File: src/hw/rtl/slid_pkg.sv
// ----------------------------------------------------------------------------
// slid_pkg
// Shared types, codes and sizes for the sorted list block.
// ----------------------------------------------------------------------------
package slid_pkg;

  // Default list depth
  localparam int CAPACITY = 16;

  // Field widths
  localparam int CMD_W    = 2;
  localparam int VALUE_W  = 32;
  localparam int POS_W    = 4;
  localparam int STATUS_W = 2;

  // Command codes
  localparam logic [CMD_W-1:0] CMD_INSERT = 2'd0;
  localparam logic [CMD_W-1:0] CMD_DELETE = 2'd1;
  localparam logic [CMD_W-1:0] CMD_DUMP   = 2'd2;

  // Status codes
  localparam logic [STATUS_W-1:0] ST_OK        = 2'd0;
  localparam logic [STATUS_W-1:0] ST_FULL      = 2'd1;
  localparam logic [STATUS_W-1:0] ST_NOT_FOUND = 2'd2;
  localparam logic [STATUS_W-1:0] ST_EMPTY     = 2'd3;

  // Cell operations, broadcast along the row
  localparam logic [1:0] OP_HOLD   = 2'd0;
  localparam logic [1:0] OP_INSERT = 2'd1;
  localparam logic [1:0] OP_DELETE = 2'd2;
  localparam logic [1:0] OP_ROTATE = 2'd3;

  typedef logic signed [VALUE_W-1:0] value_t;

  // Broadcast to every cell
  typedef struct packed {
    logic [1:0] op;
    value_t     value;
  } cell_ctrl_t;

  // What a cell shows its right-hand neighbor
  typedef struct packed {
    value_t value;
    logic   lt;
    logic   eq;
  } cell_link_t;

  // Row summary handed to the controller
  typedef struct packed {
    value_t           head;
    logic [POS_W-1:0] ins_pos;
    logic [POS_W-1:0] del_pos;
    logic             del_found;
  } chain_stat_t;

endpackage

File: src/hw/rtl/slid_req_if.sv
// ----------------------------------------------------------------------------
// slid_req_if
// Command channel: valid/ready handshake with command and value.
// ----------------------------------------------------------------------------
interface slid_req_if;
  logic                              valid;
  logic                              ready;
  logic [slid_pkg::CMD_W-1:0]        command;
  logic signed [slid_pkg::VALUE_W-1:0] value;

  modport source (output valid, output command, output value, input ready);
  modport sink   (input valid, input command, input value, output ready);
endinterface

File: src/hw/rtl/slid_rsp_if.sv
// ----------------------------------------------------------------------------
// slid_rsp_if
// Result channel: valid/ready handshake with value, position, status, last.
// ----------------------------------------------------------------------------
interface slid_rsp_if;
  logic                                valid;
  logic                                ready;
  logic signed [slid_pkg::VALUE_W-1:0] value_out;
  logic [slid_pkg::POS_W-1:0]          position;
  logic [slid_pkg::STATUS_W-1:0]       status;
  logic                                last;

  modport source (output valid, output value_out, output position, output status,
                  output last, input ready);
  modport sink   (input valid, input value_out, input position, input status,
                  input last, output ready);
endinterface

File: src/hw/rtl/sorted_list_insert_delete.sv
// ----------------------------------------------------------------------------
// sorted_list_insert_delete
// Sorted list of signed 32-bit values with insert, delete and dump.
// ----------------------------------------------------------------------------
// Commands arrive on req (command, value) and results leave on rsp
// (value_out, position, status, last), both valid/ready channels.
// Insert and delete are decided and applied in the cycle the word is taken:
// every cell compares against the value in parallel and shifts one place.
// Their single result is in the output register in the next cycle, and a new
// command can be taken every cycle while rsp keeps up.
// A dump of N entries rotates the cell row one place per cycle while rsp
// keeps up, giving one result per cycle from the head cell, and req is held
// off until its final result is loaded. Empty dump gives one status word.
// Command code 3 is taken and dropped with no result.
// Reset clears the entry count, the output valid flag and the dump sequencer;
// cell contents are left as they are and are never read while unoccupied.
// When rsp stalls, the output register holds and req.ready drops until
// the waiting result is taken.
// ----------------------------------------------------------------------------
module sorted_list_insert_delete #(
  parameter int CAPACITY = slid_pkg::CAPACITY
) (
  input logic       clk,
  input logic       rst,
  slid_req_if.sink  req,
  slid_rsp_if.source rsp
);

  localparam int CW = $clog2(CAPACITY + 1);
  localparam int IW = $clog2(CAPACITY);
  localparam int PW = slid_pkg::POS_W;

  localparam logic S_IDLE = 1'b0;
  localparam logic S_DUMP = 1'b1;

  logic                  state;
  logic                  state_next;
  logic [CW-1:0]         count;
  logic [CW-1:0]         count_next;
  logic [CW-1:0]         remain;
  logic [CW-1:0]         remain_next;
  logic [IW-1:0]         idx;
  logic [IW-1:0]         idx_next;
  logic [IW+PW-1:0]      idx_ext;

  logic                          out_valid;
  slid_pkg::value_t              value_out;
  logic [PW-1:0]                 position;
  logic [slid_pkg::STATUS_W-1:0] status;
  logic                          last;

  logic                          load;
  slid_pkg::value_t              res_value;
  logic [PW-1:0]                 res_pos;
  logic [slid_pkg::STATUS_W-1:0] res_status;
  logic                          res_last;

  logic                  out_free;
  logic                  accept;
  logic                  full;
  logic                  empty;
  slid_pkg::cell_ctrl_t  ctrl;
  slid_pkg::chain_stat_t stat;

  slid_chain #(
    .CAPACITY(CAPACITY)
  ) u_chain (
    .clk  (clk),
    .ctrl (ctrl),
    .count(count),
    .stat (stat)
  );

  // Handshake
  assign out_free  = !out_valid || rsp.ready;
  assign req.ready = (state == S_IDLE) && out_free;
  assign accept    = req.valid && req.ready;
  assign full      = count == CW'(CAPACITY);
  assign empty     = count == '0;
  assign idx_ext   = {{PW{1'b0}}, idx};

  // Command decode and dump sequencing
  always_comb begin
    ctrl.op     = slid_pkg::OP_HOLD;
    ctrl.value  = req.value;
    load        = 1'b0;
    res_value   = req.value;
    res_pos     = '0;
    res_status  = slid_pkg::ST_OK;
    res_last    = 1'b1;
    count_next  = count;
    state_next  = state;
    remain_next = remain;
    idx_next    = idx;
    if (state == S_IDLE) begin
      if (accept) begin
        case (req.command)
          slid_pkg::CMD_INSERT: begin
            load = 1'b1;
            if (full) begin
              res_status = slid_pkg::ST_FULL;
            end else begin
              ctrl.op    = slid_pkg::OP_INSERT;
              res_pos    = stat.ins_pos;
              count_next = count + 1'b1;
            end
          end
          slid_pkg::CMD_DELETE: begin
            load = 1'b1;
            if (empty) begin
              res_status = slid_pkg::ST_EMPTY;
            end else if (!stat.del_found) begin
              res_status = slid_pkg::ST_NOT_FOUND;
            end else begin
              ctrl.op    = slid_pkg::OP_DELETE;
              res_pos    = stat.del_pos;
              count_next = count - 1'b1;
            end
          end
          slid_pkg::CMD_DUMP: begin
            if (empty) begin
              load       = 1'b1;
              res_status = slid_pkg::ST_EMPTY;
            end else begin
              state_next  = S_DUMP;
              remain_next = count;
              idx_next    = '0;
            end
          end
          default: begin
          end
        endcase
      end
    end else if (out_free) begin
      // stream the head cell, then rotate the occupied cells left
      load        = 1'b1;
      ctrl.op     = slid_pkg::OP_ROTATE;
      res_value   = stat.head;
      res_pos     = idx_ext[PW-1:0];
      res_last    = remain == CW'(1);
      remain_next = remain - 1'b1;
      idx_next    = idx + 1'b1;
      if (res_last) begin
        state_next = S_IDLE;
      end
    end
  end

  // Control registers
  always_ff @(posedge clk) begin
    if (rst) begin
      state     <= S_IDLE;
      count     <= '0;
      remain    <= '0;
      idx       <= '0;
      out_valid <= 1'b0;
    end else begin
      state  <= state_next;
      count  <= count_next;
      remain <= remain_next;
      idx    <= idx_next;
      if (load) begin
        out_valid <= 1'b1;
      end else if (rsp.ready) begin
        out_valid <= 1'b0;
      end
    end
  end

  // Output word register
  always_ff @(posedge clk) begin
    if (load) begin
      value_out <= res_value;
      position  <= res_pos;
      status    <= res_status;
      last      <= res_last;
    end
  end

  assign rsp.valid     = out_valid;
  assign rsp.value_out = value_out;
  assign rsp.position  = position;
  assign rsp.status    = status;
  assign rsp.last      = last;

  // Checks
  a_count_bound: assert property (@(posedge clk) disable iff (rst)
    count <= CW'(CAPACITY))
    else $error("entry count above capacity");

  a_dump_blocks: assert property (@(posedge clk) disable iff (rst)
    (state == S_DUMP) |-> !req.ready)
    else $error("command taken during dump");

  a_insert_count: assert property (@(posedge clk) disable iff (rst)
    (accept && req.command == slid_pkg::CMD_INSERT && !full)
      |=> count == $past(count) + 1'b1)
    else $error("insert did not grow the list");

  a_dump_end: assert property (@(posedge clk) disable iff (rst)
    (state == S_DUMP && out_free && remain == CW'(1)) |=> state == S_IDLE && rsp.last)
    else $error("dump did not end on its final word");

endmodule

File: src/hw/rtl/slid_cell.sv
// ----------------------------------------------------------------------------
// slid_cell
// One list entry: compares against the broadcast value and takes its own, its
// left or right neighbor's, the broadcast or the head word on insert/delete/rotate.
// ----------------------------------------------------------------------------
module slid_cell (
  input  logic                 clk,
  input  slid_pkg::cell_ctrl_t ctrl,
  input  logic                 occupied,
  input  logic                 is_tail,
  input  slid_pkg::cell_link_t left,
  input  slid_pkg::value_t     right_value,
  input  slid_pkg::value_t     head_value,
  output slid_pkg::cell_link_t link
);

  slid_pkg::value_t stored;
  slid_pkg::value_t stored_next;
  logic             lt;
  logic             eq;

  // Compare against the broadcast value
  assign lt = occupied && (stored < ctrl.value);
  assign eq = occupied && (stored == ctrl.value);

  assign link.value = stored;
  assign link.lt    = lt;
  assign link.eq    = eq;

  // Pick the next word
  always_comb begin
    stored_next = stored;
    case (ctrl.op)
      slid_pkg::OP_INSERT: begin
        if (lt) begin
          stored_next = stored;
        end else if (left.lt) begin
          stored_next = ctrl.value;
        end else begin
          stored_next = left.value;
        end
      end
      slid_pkg::OP_DELETE: begin
        // cells from the removed entry onward pull from the right
        if (!lt) begin
          stored_next = right_value;
        end
      end
      slid_pkg::OP_ROTATE: begin
        stored_next = is_tail ? head_value : right_value;
      end
      default: begin
        stored_next = stored;
      end
    endcase
  end

  always_ff @(posedge clk) begin
    stored <= stored_next;
  end

endmodule

File: src/hw/rtl/slid_chain.sv
// ----------------------------------------------------------------------------
// slid_chain
// Row of list cells with neighbor links, plus insert and delete position
// encoders over the row.
// ----------------------------------------------------------------------------
module slid_chain #(
  parameter int CAPACITY = slid_pkg::CAPACITY
) (
  input  logic                          clk,
  input  slid_pkg::cell_ctrl_t          ctrl,
  input  logic [$clog2(CAPACITY+1)-1:0] count,
  output slid_pkg::chain_stat_t         stat
);

  localparam int CW = $clog2(CAPACITY + 1);
  localparam int IW = $clog2(CAPACITY);

  slid_pkg::cell_link_t links [CAPACITY];
  slid_pkg::cell_link_t lefts [CAPACITY];
  slid_pkg::value_t     rights[CAPACITY];
  logic [CAPACITY-1:0]  occ;
  logic [CAPACITY-1:0]  tail;
  logic [CAPACITY-1:0]  ins_hot;
  logic [CAPACITY-1:0]  del_hot;
  logic [IW-1:0]        ins_idx;
  logic [IW-1:0]        del_idx;
  logic [IW+slid_pkg::POS_W-1:0] ins_ext;
  logic [IW+slid_pkg::POS_W-1:0] del_ext;

  genvar i;
  generate
    for (i = 0; i < CAPACITY; i++) begin : g_cell
      assign occ[i]  = count > CW'(i);
      assign tail[i] = count == CW'(i + 1);

      // Neighbor links; the head sees "everything before is smaller"
      if (i == 0) begin : g_head
        assign lefts[i].value = ctrl.value;
        assign lefts[i].lt    = 1'b1;
        assign lefts[i].eq    = 1'b0;
      end else begin : g_body
        assign lefts[i] = links[i-1];
      end
      if (i == CAPACITY - 1) begin : g_end
        assign rights[i] = links[i].value;
      end else begin : g_mid
        assign rights[i] = links[i+1].value;
      end

      // Insert goes where smaller stops; delete hits the first equal entry
      assign ins_hot[i] = !links[i].lt && lefts[i].lt;
      assign del_hot[i] = links[i].eq && !lefts[i].eq;

      slid_cell u_cell (
        .clk        (clk),
        .ctrl       (ctrl),
        .occupied   (occ[i]),
        .is_tail    (tail[i]),
        .left       (lefts[i]),
        .right_value(rights[i]),
        .head_value (links[0].value),
        .link       (links[i])
      );
    end
  endgenerate

  // One-hot to index
  always_comb begin
    ins_idx = '0;
    del_idx = '0;
    for (int k = 0; k < CAPACITY; k++) begin
      ins_idx = ins_idx | (ins_hot[k] ? IW'(k) : '0);
      del_idx = del_idx | (del_hot[k] ? IW'(k) : '0);
    end
  end

  assign ins_ext = {{slid_pkg::POS_W{1'b0}}, ins_idx};
  assign del_ext = {{slid_pkg::POS_W{1'b0}}, del_idx};

  assign stat.head      = links[0].value;
  assign stat.ins_pos   = ins_ext[slid_pkg::POS_W-1:0];
  assign stat.del_pos   = del_ext[slid_pkg::POS_W-1:0];
  assign stat.del_found = |del_hot;

endmodule
File: src/flat_wrapper.sv
// flat-port wrapper written by rule: the top's interface ports become plain ports
module sorted_list_insert_delete_flat 
#(
  parameter int CAPACITY = slid_pkg::CAPACITY
)
  (clk, rst, req_valid, req_command, req_value, req_ready, rsp_valid, rsp_value_out, rsp_position, rsp_status, rsp_last, rsp_ready);
  slid_req_if req_i ();
  slid_rsp_if rsp_i ();
  input logic clk;
  input logic rst;
  input wire logic [$bits(req_i.valid)-1:0] req_valid;
  input wire logic [$bits(req_i.command)-1:0] req_command;
  input wire logic [$bits(req_i.value)-1:0] req_value;
  output wire logic [$bits(req_i.ready)-1:0] req_ready;
  output wire logic [$bits(rsp_i.valid)-1:0] rsp_valid;
  output wire logic [$bits(rsp_i.value_out)-1:0] rsp_value_out;
  output wire logic [$bits(rsp_i.position)-1:0] rsp_position;
  output wire logic [$bits(rsp_i.status)-1:0] rsp_status;
  output wire logic [$bits(rsp_i.last)-1:0] rsp_last;
  input wire logic [$bits(rsp_i.ready)-1:0] rsp_ready;
  assign req_i.valid = req_valid;
  assign req_i.command = req_command;
  assign req_i.value = req_value;
  assign req_ready = req_i.ready;
  assign rsp_valid = rsp_i.valid;
  assign rsp_value_out = rsp_i.value_out;
  assign rsp_position = rsp_i.position;
  assign rsp_status = rsp_i.status;
  assign rsp_last = rsp_i.last;
  assign rsp_i.ready = rsp_ready;
  sorted_list_insert_delete #(.CAPACITY(CAPACITY)) u_core (.clk(clk), .rst(rst), .req(req_i), .rsp(rsp_i));
endmodule
File: config.mk
export PLATFORM = sky130hd
export DESIGN_NAME = sorted_list_insert_delete_flat
export DESIGN_NICKNAME = d
export VERILOG_FILES = /design/src/hw/rtl/slid_pkg.sv /design/src/hw/rtl/slid_req_if.sv /design/src/hw/rtl/slid_rsp_if.sv /design/src/hw/rtl/sorted_list_insert_delete.sv /design/src/hw/rtl/slid_cell.sv /design/src/hw/rtl/slid_chain.sv /design/src/flat_wrapper.sv
export SDC_FILE = /design/constraint.sdc
export NUM_CORES = 2
export LEC_CHECK = 0
export BUFFER_PORTS_ARGS = -buffer_cell sky130_fd_sc_hd__buf_2
export CORE_ASPECT_RATIO = 0.75
export CORE_UTILIZATION = 39
export DETAILED_ROUTE_END_ITERATION = 6
export SLEW_MARGIN = 30
export SYNTH_ARGS = -nofsm -noshare
export SYNTH_HDL_FRONTEND = slang
export SYNTH_SLANG_ARGS = --single-unit
File: constraint.sdc
create_clock -name clk -period 7.8 [get_ports clk]
set_clock_uncertainty 0.1 [all_clocks]
set_input_delay 0.39 -clock clk [delete_from_list [all_inputs] [get_ports clk]]
set_output_delay 0.39 -clock clk [all_outputs]
set_load 0.02 [all_outputs]
==> results.toml <==
[die]
fp.dieArea_sq_um = 110000
ios = 79
core_area_sq_um = 107000
start_util = 0.394
die_height_um = 287
placementRows = 104
die_w_um = 383

[synthesis]
ys_seq_area_frac = 0.398
synth.distinct_cells = 80
synth_ff_type = "edfxtp_1"
synthCells = 4317
synthSimpleGateAreaFrac = 0.0955
synthAdderAreaFrac = 0.154
synth-edff-count = 551
synthesis.area_sq_um = 42400
synth_top_family_by_area = "compound AO/OA/AOI/OAI gates"
synthXorXnorAreaFrac = 0.00124
syn_nets = 4875
synth_compound_area_frac = 0.249
yosysWarnings = 0
synth_area_per_cell_sq_um = 9.82
synthMuxAreaShare = 0.0647
yosys_register_bits = 567
async_flop_share = 0

[critical_path]
critical_path_class = "reg -> reg"
crit_family = "compound AO/OA/AOI/OAI gates"
cpMostUsedCell = "nand4_1"
crit_buf_inv = 1
crit_chain = "ha_1 > and3_1 > ha_2 > nor2_1 > nand4_1 > a31oi_1 > a2111oi_0 > nand4_1 > a31oi_4 > buf_4 > a221o_1"
cp-end-kind = "flop"
start_kind = "flop"
crit_path_max_incr_delay_ps = 860
cp_slowest_cell = "dfxtp_1"
cp.arrival_ps = 6440
crit_fanout = 35
critPathRequiredTime_ps = 8190

[sta]
worst_slew_pin_slew_ps = 1110
fmax_ghz = 0.165
setup_viol = 0
fin_tns_setup_ps = 0
fin_crit_sh = 0.775
post-route-min-period_ps = 6050
rsz0062_at_grt = "false"
finalHoldViolCount = 0
max-slew-margin-rel = 0.257
slew_viol_final = 0

[detailed_routing]
wl_per_cell_um = 27.3
ant_nets = 0
drtIter0Drc = 4585
met1_length_um = 75800
drc = 89
vias = 37600
vias_per_cell = 6.50
dr_wl_met2_um = 62100
dr_wl_met3_um = 16200
drt_pre_antenna_iters = 7
drt_wl_total_um = 158000
top_layer = "met4"

[grt]
first_global_vias = 35100
antenna_found_initial = 7
globalRouteOverflowTotal = 0
grt_max_degree = 223
grt_pass1_wl_um = 234000
grt_util_all_layers = 0.279

[layout]
fill_cells = 10400
nNetsFinal = 4862
syn_to_final_growth_pct = 11.3
drive_gt1_frac = 0.0990
utilization = 0.439

[placed_design]
port_buffers = 78
place_congestion = 0.975
hpwl_um = 118000

[clock_network]
h-tree-depth = 3
worstSkewPairLatency_ps = 630
cts_tree = "yes"
root_buffer = "clkbuf_16"
numCtsBuffers = 68
cts_sinks = 567
clk_pin_slew_ps = 60
cts_buffer_depth = 3

[worst_hold_path]
hold_path.class = "in -> reg"

[pwr]
vdd_ir_drop_max_v = 0.000128
p_leak_nw = 17.2
powerDensity_nw_per_um2 = 172

[outcome]
violations = "design-rule violations"
status = "finished with violations"

[run]
maxCapViolations = 0
-- placed cells by master (no fill, tap or decap), drive strengths merged, types with 82 or more instances in the layout --
master  synthesis  final
nand4         116    116
nor2          241    241
a21oi         406    406
mux2i         267    267
ha            520    520
a22oi         387    387
o21ai         620    620
buf            30    229
edfxtp        551    551
clkbuf        283     89
inv            80     82
nand2         214    214
-- what timing repair did --
| action | CTS | global route |
|---|---|---|
| endpoints found under the hold margin | 1 | 0 |
| buffers inserted | 0 | 0 |
| gates resized for setup | 0 | 0 |
| hold buffers | 1 | 0 |
-- per-layer routing --
metal	up-vias	track usage
li1	16900	-
met1	18400	0.437
met2	2038	0.382
met3	220	0.0569
met4	0	0.0727
met5	-	0
-- cells by family after synthesis --
family,count (synthesis)
xor+xnor,6
compound gates,1702
flops,567
fa+ha+maj,520
buf+inv,423
simple gates,826
mux,273
-- power breakdown --
part	switching, W	internal, W	total [W]
Sequential	0.000134	0.00354	0.00368
Clock	0.00137	0.00179	0.00316
Combinational	0.000831	0.000425	0.00126
-- stage by stage --
step,setup WS [ps],std cells,power [W],instance area [sq um],hold slack [ps]
6_report,1750,5789,0.00809,47100,64.5
5_1_grt,1700,5787,0.00836,47100,74.5
4_1_cts,2120,5781,0.00809,47100,36.6
3_5_place_dp,1470,5662,0.00495,45000,408
3_3_place_gp,1570,5658,0.00491,44900,399
2_1_floorplan,1790,4317,0.00446,42400,378
-- worst paths after layout --
check	startpoint	endpoint	slack (ps)	depth (start not counted)
max	u_core.count[1]$_SDFFE_PP0P_	u_core.u_chain.g_cell[14].u_cell.stored[6]$_DFFE_PP_	1750	11
min	rst	u_core.count[0]$_SDFFE_PP0P_	60	2
max reg2reg	u_core.count[1]$_SDFFE_PP0P_	u_core.u_chain.g_cell[14].u_cell.stored[6]$_DFFE_PP_	1750	11
min reg2reg	u_core.remain[4]$_SDFFE_PP0P_	u_core.remain[4]$_SDFFE_PP0P_	430	2
-- final cells by class --
class / count / area, sq um / area share
repair buffers: 230 / 1670 / 0.0353
clock inverters: 29 / 238 / 0.00504
flip-flops and latches: 567 / 16900 / 0.358
well taps: 1431 / 1790 / 0.0380
diodes: 6 / 15.0 / 0.000318
inverters: 110 / 413 / 0.00876
clock buffers: 89 / 1840 / 0.0391
multi-input cells: 3327 / 24300 / 0.516
-- flip-flops by register name, indices dropped and copies added (netlist names) --
signal                               cells
u_core.u_chain.g_cell.u_cell.stored    512
u_core.rsp.value_out                    32
u_core.count                             5
u_core.rsp.status                        2
u_core.rsp.last                          1
u_core.rsp.valid                         1
u_core.idx                               4
u_core.state                             1
u_core.remain                            5
u_core.rsp.position                      4
-- synthesized netlist by cell type (all sizes together), types with 5 or more instances --
master   count  area share
edfxtp     551        0.39
nor4b        6      0.0012
clkinv      30      0.0027
a222oi       7      0.0017
nor2b       30      0.0044
buf         30      0.0034
a21boi       9      0.0016
o221ai      32      0.0066
nor4        26      0.0040
inv         80      0.0071
dfxtp       16      0.0076
o21bai       6      0.0011
mux2         6      0.0016
or2          6     0.00089
nor2       241       0.021
a21oi      406       0.048
nand2b       8      0.0012
ha         520        0.15
nor3        29      0.0034
o21ai      620       0.073
clkbuf     283       0.025
and2         6     0.00089
a221oi       8      0.0017
nor3b        7      0.0012
mux2i      267       0.063
nand4      116       0.017
a211oi      16      0.0028
o21ba        5      0.0012
and4        19      0.0039
or3         10      0.0015
o31ai        9      0.0019
o22ai        6     0.00089
nand2      214       0.019
a21o        51      0.0090
a2111oi      8      0.0017
a22oi      387       0.069
a211o        5      0.0010
nand3       49      0.0058
a21bo       31      0.0073
o21a         7      0.0012
a221o       37      0.0087
o211ai      19      0.0034
and3        44      0.0065
Power figures use the tool's default switching activity.
